[config.mk]
export PLATFORM = sky130hd
export DESIGN_NAME = lfpd_cfg
export DESIGN_NICKNAME = d
export VERILOG_FILES = /design/src/hw/rtl/lfpd_pkg.sv /design/src/hw/rtl/lfpd_cfg.sv
export SDC_FILE = /design/constraint.sdc
export NUM_CORES = 1
export LEC_CHECK = 0
export BUFFER_PORTS_ARGS = -buffer_cell sky130_fd_sc_hd__buf_2
export CAP_MARGIN = 20
export CORE_MARGIN = 1
export CORE_UTILIZATION = 45
export CTS_CLUSTER_DIAMETER = 30
export CTS_CLUSTER_SIZE = 20
export DETAILED_ROUTE_END_ITERATION = 12
export PLACE_DENSITY_LB_ADDON = 0.05
export REMOVE_ABC_BUFFERS = 1
export SLEW_MARGIN = 20
export SYNTH_ARGS = -nofsm -noshare
export SYNTH_HDL_FRONTEND = slang
export SYNTH_SLANG_ARGS = --single-unit
[constraint.sdc]
create_clock -name clk -period 1.5 [get_ports clk]
set_clock_uncertainty 0.05 [all_clocks]
set_input_delay 0.225 -clock clk [delete_from_list [all_inputs] [get_ports clk]]
set_output_delay 0.225 -clock clk [all_outputs]
set_load 0.01 [all_outputs]
[src/hw/rtl/lfpd_pkg.sv]
// Shared types, constants and the microcode program of the line follower steering block.
`default_nettype none

package lfpd_pkg;

    // Field widths of the transfers and the configuration registers.
    localparam int SAMPLE_W = 12;
    localparam int SUM_W    = 14;
    localparam int DRIVE_W  = 10;
    localparam int ERR_W    = 11;
    localparam int LED_W    = 4;
    localparam int TICK_W   = 8;
    localparam int GAIN_W   = 8;
    localparam int SPEED_W  = 10;

    // Defaults of the top level parameters.
    localparam int SAMPLE_BITS_DEF = 12;
    localparam int DRIVE_MAX_DEF   = 950;
    localparam int DRIVE_MIN_DEF   = 50;

    // Steering constants.
    localparam int CENTROID_SCALE = 1000;
    localparam int DIR_THRESHOLD  = 200;
    localparam int TURN_THRESHOLD = 300;
    localparam int RIGHT_GAIN_Q10 = 1178;
    localparam int Q10_SHIFT      = 10;

    localparam logic [LED_W-1:0] LED_OFF    = 4'h0;
    localparam logic [LED_W-1:0] LED_LOST   = 4'hE;
    localparam logic [LED_W-1:0] LED_RIGHT  = 4'h8;
    localparam logic [LED_W-1:0] LED_LEFT   = 4'h2;
    localparam logic [LED_W-1:0] LED_CENTRE = 4'h4;

    // Datapath widths. The centroid numerator |r-l|*1000 stays below 2**22.
    localparam int DIFF_W    = SAMPLE_W + 1;
    localparam int NUM_W     = 22;
    localparam int DIV_STEPS = NUM_W;
    localparam int LOOP_W    = $clog2(DIV_STEPS);
    localparam int DERIV_W   = ERR_W + 1;
    localparam int ACC_W     = 22;
    localparam int PROD_W    = ACC_W + 12;

    // Configuration port.
    localparam int APB_DATA_W = 32;
    localparam int NUM_REGS   = 8;
    localparam int REG_IDX_W  = $clog2(NUM_REGS);
    localparam int APB_ADDR_W = REG_IDX_W + 2;

    typedef enum logic [REG_IDX_W-1:0] {
        REG_LINE_SUM_MIN   = 3'd0,
        REG_WHITE_LIMIT    = 3'd1,
        REG_GAIN_PROP      = 3'd2,
        REG_GAIN_DERIV     = 3'd3,
        REG_SPEED_STRAIGHT = 3'd4,
        REG_SPEED_TURN     = 3'd5,
        REG_SPEED_SEARCH   = 3'd6,
        REG_LOST_DELAY     = 3'd7
    } reg_idx_t;

    localparam logic [SUM_W-1:0]    LINE_SUM_MIN_RST   = 14'd500;
    localparam logic [SAMPLE_W-1:0] WHITE_LIMIT_RST    = 12'd1500;
    localparam logic [GAIN_W-1:0]   GAIN_PROP_RST      = 8'd16;
    localparam logic [GAIN_W-1:0]   GAIN_DERIV_RST     = 8'd30;
    localparam logic [SPEED_W-1:0]  SPEED_STRAIGHT_RST = 10'd650;
    localparam logic [SPEED_W-1:0]  SPEED_TURN_RST     = 10'd300;
    localparam logic [SPEED_W-1:0]  SPEED_SEARCH_RST   = 10'd600;
    localparam logic [TICK_W-1:0]   LOST_DELAY_RST     = 8'd5;

    typedef struct packed {
        logic [SUM_W-1:0]    line_sum_min;
        logic [SAMPLE_W-1:0] white_limit;
        logic [GAIN_W-1:0]   gain_prop;
        logic [GAIN_W-1:0]   gain_deriv;
        logic [SPEED_W-1:0]  speed_straight;
        logic [SPEED_W-1:0]  speed_turn;
        logic [SPEED_W-1:0]  speed_search;
        logic [TICK_W-1:0]   lost_delay;
    } cfg_t;

    typedef enum logic [1:0] {
        SIDE_NONE  = 2'd0,
        SIDE_RIGHT = 2'd1,
        SIDE_LEFT  = 2'd2
    } side_t;

    typedef enum logic {
        SEQ_IDLE,
        SEQ_RUN
    } seq_state_t;

    typedef enum logic [3:0] {
        OP_CHECK,
        OP_PRODUCT,
        OP_DIVSTEP,
        OP_ERR,
        OP_MULP,
        OP_MULD,
        OP_DRIVES,
        OP_LOST,
        OP_SCALE,
        OP_FINISH
    } op_t;

    typedef enum logic [1:0] {
        COND_NONE,
        COND_LOST,
        COND_LOOP,
        COND_ALWAYS
    } cond_t;

    localparam int STEP_W = 4;

    typedef struct packed {
        op_t               op;
        cond_t             cond;
        logic [STEP_W-1:0] target;
        logic              last;
    } ucode_t;

    localparam logic [STEP_W-1:0] ADDR_CHECK   = 4'd0;
    localparam logic [STEP_W-1:0] ADDR_PRODUCT = 4'd1;
    localparam logic [STEP_W-1:0] ADDR_DIV     = 4'd2;
    localparam logic [STEP_W-1:0] ADDR_ERR     = 4'd3;
    localparam logic [STEP_W-1:0] ADDR_MULP    = 4'd4;
    localparam logic [STEP_W-1:0] ADDR_MULD    = 4'd5;
    localparam logic [STEP_W-1:0] ADDR_DRIVES  = 4'd6;
    localparam logic [STEP_W-1:0] ADDR_SCALE   = 4'd7;
    localparam logic [STEP_W-1:0] ADDR_FINISH  = 4'd8;
    localparam logic [STEP_W-1:0] ADDR_LOST    = 4'd9;

    // Microprogram: the line path runs the centroid divide and the PD terms,
    // the lost path sets the search drives and then jumps to the right wheel scaling.
    function automatic ucode_t ucode_rom(input logic [STEP_W-1:0] addr);
        ucode_t uc;
        uc = '{op: OP_FINISH, cond: COND_NONE, target: ADDR_CHECK, last: 1'b1};
        case (addr)
            ADDR_CHECK:   uc = '{OP_CHECK,   COND_LOST,   ADDR_LOST,  1'b0};
            ADDR_PRODUCT: uc = '{OP_PRODUCT, COND_NONE,   ADDR_CHECK, 1'b0};
            ADDR_DIV:     uc = '{OP_DIVSTEP, COND_LOOP,   ADDR_DIV,   1'b0};
            ADDR_ERR:     uc = '{OP_ERR,     COND_NONE,   ADDR_CHECK, 1'b0};
            ADDR_MULP:    uc = '{OP_MULP,    COND_NONE,   ADDR_CHECK, 1'b0};
            ADDR_MULD:    uc = '{OP_MULD,    COND_NONE,   ADDR_CHECK, 1'b0};
            ADDR_DRIVES:  uc = '{OP_DRIVES,  COND_NONE,   ADDR_CHECK, 1'b0};
            ADDR_SCALE:   uc = '{OP_SCALE,   COND_NONE,   ADDR_CHECK, 1'b0};
            ADDR_FINISH:  uc = '{OP_FINISH,  COND_NONE,   ADDR_CHECK, 1'b1};
            ADDR_LOST:    uc = '{OP_LOST,    COND_ALWAYS, ADDR_SCALE, 1'b0};
            default:      uc = '{OP_FINISH,  COND_NONE,   ADDR_CHECK, 1'b1};
        endcase
        return uc;
    endfunction

endpackage

`default_nettype wire

[src/hw/rtl/lfpd_cfg.sv]
// APB configuration register file of the line follower steering block.
`default_nettype none

module lfpd_cfg
    import lfpd_pkg::*;
(
    input  logic                  clk,
    input  logic                  rst_n,
    input  logic                  psel,
    input  logic                  penable,
    input  logic                  pwrite,
    input  logic [APB_ADDR_W-1:0] paddr,
    input  logic [APB_DATA_W-1:0] pwdata,
    output logic [APB_DATA_W-1:0] prdata,
    output logic                  pready,
    output cfg_t                  cfg
);

    cfg_t     cfg_reg;
    cfg_t     cfg_next;
    reg_idx_t idx;
    logic     wr_en;

    assign pready = 1'b1;
    assign idx    = reg_idx_t'(paddr[APB_ADDR_W-1:2]);
    assign wr_en  = psel && penable && pwrite;
    assign cfg    = cfg_reg;

    always_comb
    begin
        cfg_next = cfg_reg;
        if (wr_en)
        begin
            unique case (idx)
                REG_LINE_SUM_MIN:   cfg_next.line_sum_min   = pwdata[SUM_W-1:0];
                REG_WHITE_LIMIT:    cfg_next.white_limit    = pwdata[SAMPLE_W-1:0];
                REG_GAIN_PROP:      cfg_next.gain_prop      = pwdata[GAIN_W-1:0];
                REG_GAIN_DERIV:     cfg_next.gain_deriv     = pwdata[GAIN_W-1:0];
                REG_SPEED_STRAIGHT: cfg_next.speed_straight = pwdata[SPEED_W-1:0];
                REG_SPEED_TURN:     cfg_next.speed_turn     = pwdata[SPEED_W-1:0];
                REG_SPEED_SEARCH:   cfg_next.speed_search   = pwdata[SPEED_W-1:0];
                REG_LOST_DELAY:     cfg_next.lost_delay     = pwdata[TICK_W-1:0];
                default:            cfg_next = cfg_reg;
            endcase
        end
    end

    always_comb
    begin
        unique case (idx)
            REG_LINE_SUM_MIN:   prdata = APB_DATA_W'(cfg_reg.line_sum_min);
            REG_WHITE_LIMIT:    prdata = APB_DATA_W'(cfg_reg.white_limit);
            REG_GAIN_PROP:      prdata = APB_DATA_W'(cfg_reg.gain_prop);
            REG_GAIN_DERIV:     prdata = APB_DATA_W'(cfg_reg.gain_deriv);
            REG_SPEED_STRAIGHT: prdata = APB_DATA_W'(cfg_reg.speed_straight);
            REG_SPEED_TURN:     prdata = APB_DATA_W'(cfg_reg.speed_turn);
            REG_SPEED_SEARCH:   prdata = APB_DATA_W'(cfg_reg.speed_search);
            REG_LOST_DELAY:     prdata = APB_DATA_W'(cfg_reg.lost_delay);
            default:            prdata = '0;
        endcase
    end

    always_ff @(posedge clk or negedge rst_n)
    begin
        if (!rst_n)
        begin
            cfg_reg.line_sum_min   <= LINE_SUM_MIN_RST;
            cfg_reg.white_limit    <= WHITE_LIMIT_RST;
            cfg_reg.gain_prop      <= GAIN_PROP_RST;
            cfg_reg.gain_deriv     <= GAIN_DERIV_RST;
            cfg_reg.speed_straight <= SPEED_STRAIGHT_RST;
            cfg_reg.speed_turn     <= SPEED_TURN_RST;
            cfg_reg.speed_search   <= SPEED_SEARCH_RST;
            cfg_reg.lost_delay     <= LOST_DELAY_RST;
        end
        else
        begin
            cfg_reg <= cfg_next;
        end
    end

endmodule

`default_nettype wire

Word level (Yosys, flattened, before mapping)
Cells that the tools add are included.
- multiplexer cells: 1
- equality and inequality tests: 7
- reductions and logical operators: 11
- operator list (kind ; count):
    one-hot mux 32 bit (8 select lines) ; 1
    AND reduction 2 bit ; 8
    == test 3 bit (second input constant) ; 4
    == test 3 x 2 -> 1 bit (second input constant) ; 2
    == test 3 x 1 -> 1 bit (second input constant) ; 1
    logical NOT 3 bit ; 1
    logical AND 1 bit ; 2
- flip-flop bits (word level): 80
- output and inout port bits: 113
- logic and storage cells: 27

Longest topological paths before layout
- word-level depth: 3
- depth in mapped cells: 6

Worst setup path after synthesis
Ideal clock, no wire load.
- kind: input to register
- start point: input port paddr[2]
- end point: register cfg_reg, in the netlist cfg[10]
- required time: 1.325 ns
- path buffers: 1
- data arrival time: 1.318 ns
- path slack: 0.007 ns
- setup time: 0.125 ns
- stages: 5
- path through: buf_4 clkinv_1 nand2_1 nor2_2 mux2_2
- longest elaborated chain between the ends: 2
- ends and longest elaborated chain (what ; line ; source):
    from (decl) ; lfpd_cfg.sv:12 ; input logic [APB_ADDR_W-1:0] paddr,
    == test 3 bit ; lfpd_cfg.sv:34 ; unique case (idx)
    AND reduction 2 bit (no line) ; -- ;
    to (signal assigned) ; lfpd_cfg.sv:78 ; cfg_reg <= cfg_next;
    to (decl) ; lfpd_cfg.sv:19 ; cfg_t cfg_reg;
No other way between the ends.
A chain may end at the register's enable or synchronous reset.

Worst setup path in the final report
- start point: register cfg_reg, in the netlist cfg[62]
- end point: output port prdata[8]
- longest elaborated chain between the ends: 1
- ends and longest elaborated chain (what ; line ; source):
    one-hot mux 32 bit (8 select lines) ; lfpd_cfg.sv:50 ; unique case (idx)
    to (decl) ; lfpd_cfg.sv:14 ; output logic [APB_DATA_W-1:0] prdata,
No other way between the ends. The select of a mux whose other input is x is not followed.

==> results.md <==
Route:
- The vias after detailed routing is 2,948.
- The total wire length after detailed routing is between 10,000 and 15,000 um.
- The remaining antenna violation count is 0.
- For this run, the detailed router's first-pass iteration total came to 4.
- The number of remaining DRC errors is 0.
- The first routing iteration left between 50 and 60 violations.
- The number of vias per cell is 5.136.
- In the final routed layout, each cell accounts on average for around 17 um.

Synth:
- Of the total synthesized cell area, the portion taken by XOR and XNOR cells is 0.
- The synthesized design spends more area on one cell type than any other, namely sky130_fd_sc_hd__dfrtp_1.
- The area fraction in compound gates after synthesis is 0.05818.
- The combinational family with the most area after synthesis is multiplexers.
- The cell count after synthesis came out at 298.
- In the post-synthesis netlist, the biggest area contributors are sky130_fd_sc_hd__dfrtp_1, sky130_fd_sc_hd__dfstp_2, sky130_fd_sc_hd__mux2_2, sky130_fd_sc_hd__mux2i_1, sky130_fd_sc_hd__buf_4.
- Each instance of the synthesized netlist takes up on average 13.13 sq um.
- The share of the yosys chip area belonging to registers is 0.5217.
- For this run, asynchronously set or reset flops after synthesis account for 1.000.
- The total of warnings raised by yosys is 0.
- Of the total synthesized cell area, the portion taken by full adders, half adders and majority gates is 0.
- The multiplexer area fraction after synthesis is 0.3012.
- The post-synthesis register bit count is 80.
- Among all flip-flop cells after synthesis, the most frequent one is sky130_fd_sc_hd__dfrtp_1.
- The post-synthesis instance area is 3914 sq um.
- The area fraction in and, or, nand and nor cells after synthesis is 0.05978.
- Of the post-synthesis cell area, the dominant cell type holds 0.3069.
- The distinct cell type count of the synthesized netlist is 35.
- Yosys mapped a number of flops with a built-in enable equal to 0.

Critical path:
- The maximum fanout along the worst path is 2.
- The delay of the slowest critical-path stage is 0.55 ns.
- Data arrives at the worst endpoint at 1.52 ns.
- The worst-case reg-to-reg path depth is 2.
- The worst register-to-register path has a setup slack of approximately 0.56 ns.
- The worst endpoint required time is around 1.2 ns.
- The worst setup path is launched from a flip-flop.
- The number of buffers and inverters on the critical path is 1.
- The critical path in this run is classified as reg -> out.
- Traced cell by cell, the critical path runs through nor2b_2 -> a2bb2oi_2 -> nor3_2 -> o22a_1 -> buf_2.
- The worst setup path is captured at an output port.
- In this run the number of cells on the critical path is 5.
- The cell family with the largest share of critical-path delay is flip-flops.
- The cell type of the slowest stage on the worst timing path is sky130_fd_sc_hd__dfstp_2.

Finish:
- The net count reported at finish is between 500 and 600.
- The library cells used most frequently in the layout, excluding fill and tap cells, are sky130_fd_sc_hd__buf_2, sky130_fd_sc_hd__mux2_2, sky130_fd_sc_hd__buf_4, sky130_fd_sc_hd__dfrtp_1, sky130_fd_sc_hd__dfstp_2.
- The filler cells instantiated in the layout total 723.
- Summing all multi-input logic gate instances after layout gives 1728 sq um.
- The library cell used most frequently in the layout, excluding fill and tap cells, is sky130_fd_sc_hd__buf_2.
- The register with the most flip-flops in the layout has 80 of them.
- Compared with the post-synthesis result, the final layout area differs by 32.22%.
- The register cell area after layout is 2042 sq um.
- In the final layout, the share of cells above drive strength 1 is 0.6588.
- The number of antenna diodes in the final layout is 0.

STA:
- The share of the cycle needed by the critical path after routing is 1.195.
- The number of pins with negative max-slew slack in the final report is 0.
- The number of endpoints with negative hold slack in the final report is 0.
- Static timing analysis puts the maximum clock frequency at 557.9 MHz.
- Summed over all failing endpoints, the final setup total negative slack is -1.759 ns.
- Setup repair after global routing could not meet its margin everywhere.
- The post-layout minimum cycle time is approximately 1.8 ns.
- The smallest setup slack after layout is -0.2923 ns.
- Setup violations remaining at the end of the flow were counted as 11.

Outcome:
- The run finished, with violations left.
- The final reports fail on setup timing.

Global routing:
- After global routing the overflow that remains totals 0.
- The first global-routing pass estimated 15,320 um of wire.
- The initial antenna violation count is 0.
- The number of global-route vias before repair is slightly below 3,000.
- The global-route total usage across every layer is 0.2325.
- Entering global routing, the biggest net connects 81 pins.

CTS:
- The CTS buffer count is 9.
- The root cell of the clock tree is sky130_fd_sc_hd__clkbuf_8.
- Clock tree synthesis found a total of 80 sinks.
- After clock tree synthesis, the clock-pin slew on the worst setup and hold paths is around 0.080 ns.
- The later-pin clock latency in the skew report is 0.35 ns.
- The H-tree was split into 3 levels.
- The buffer levels on the longest clock path is 2.
- TritonCTS built the clock tree.

Pwr:
- The total leakage power is 0.002639 uW.
- The largest vdd supply drop is 625.8 uV.
- The overall power of the completed layout is 6422 uW.
- In this run the power density over the cells is 1241 nW/um^2.

Floorplanning:
- The initial utilization of the core area, before any placement, comes to 0.4716.
- The chip height is 95.26 um.
- Measured along the x axis, the die boundary spans between 90 and 100 um.
- The count of standard-cell rows is 33.
- The floorplan die area is 9074 sq um.
- The number of top-level pins is 155.
- The area of the core region is just over 8000 sq um.

Place:
- During placement, the flow inserted port buffers numbering around 120.
- The global placer's final weighted congestion is roughly 0.77.
- The HPWL after detailed placement is 7093 um.

Min path:
- The depth of the worst hold-timing path is 2.
- The path type of the worst min-delay path is in -> reg.

Flow run:
- The max capacitance violation total is 0.
## path summary, 6_finish.rpt
| path | startpoint | endpoint |
|---|---|---|
| max in group asynchronous | rst_n | cfg[40] |
| min | pwdata[13] | cfg[79] |
| max reg2reg | cfg[75] | cfg[75] |
| min in group asynchronous | rst_n | cfg[76] |
| max | cfg[62] | prdata[8] |
| min reg2reg | cfg[48] | cfg[48] |
## report_power, final
| part | internal, uW | switching (uW) | total [uW] |
|---|---|---|---|
| Sequential | 2700 | 310 | 3010 |
| Combinational | 943 | 833 | 1780 |
| Clock | 853 | 779 | 1630 |
## cells in the mapped netlist, types with 3 or more instances
library cell               number
sky130_fd_sc_hd__o22ai_1        7
sky130_fd_sc_hd__nor2_2         5
sky130_fd_sc_hd__nand2b_1       4
sky130_fd_sc_hd__mux2_4        10
sky130_fd_sc_hd__buf_2          5
sky130_fd_sc_hd__mux2i_1       24
sky130_fd_sc_hd__clkbuf_1       4
sky130_fd_sc_hd__mux2_2        70
sky130_fd_sc_hd__dfstp_2       32
sky130_fd_sc_hd__o22a_1         7
sky130_fd_sc_hd__o21ai_0        6
sky130_fd_sc_hd__a21oi_1        5
sky130_fd_sc_hd__dfrtp_1       48
sky130_fd_sc_hd__nor2_1        12
sky130_fd_sc_hd__buf_4         21
sky130_fd_sc_hd__a31oi_1        3
sky130_fd_sc_hd__nor3_1         3
sky130_fd_sc_hd__nand2_1        9
## timing repair
item,4_1_cts,5_1_grt
pin swaps,14,5
gates resized for setup,0,5
hold buffers,1,0
setup buffers,13,0
setup endpoints to repair,11,11
hold endpoints to repair,48,0
## final cells by class
type                    count  area share
repair buffers            170      0.2041
clock inverters             5     0.01064
multi-input cells         200      0.3339
inverters                   3    0.002176
flip-flops and latches     80      0.3946
well taps                 105     0.02539
clock buffers              11     0.02926
## metrics by stage
| step | area, sq um | worst slack (ns) | hold slack, ns | utilization | instances |
|---|---|---|---|---|---|
| 6_report | 5175 | -0.2923 | 0.05147 | 0.6235 | 574 |
| 4_1_cts | 5159 | -0.2817 | 0.03936 | 0.6216 | 574 |
| 3_3_place_gp | 4845 | -0.1363 | 0.2373 | 0.5837 | 544 |
| 2_1_floorplan | 3765 | -0.08672 | -0.1206 | - | 283 |
| 3_5_place_dp | 4845 | -0.1724 | 0.2382 | 0.5837 | 544 |
| 5_1_grt | 5175 | -0.3507 | 0.03713 | 0.6235 | 574 |
## cells by family (layout without fill, tap and decap cells)
family                 count (synthesis)  count (layout)
AND/OR/NAND/NOR                       43              43
buffers and inverters                 35             189
other                                  2              19
flip-flops                            80              80
multiplexers                         104             104
AO/OA/AOI/OAI                         34              34
## per-layer routing
metal / up-vias / track usage / share of wire
met5: - / 0 / 0
met4: 0 / 0.09091 / 0.014
met3: 10 / 0.05742 / 0.067
met2: 92 / 0.3720 / 0.48
met1: 1480 / 0.3024 / 0.44
li1: 1366 / - / -
Power figures use the tool's default switching activity.
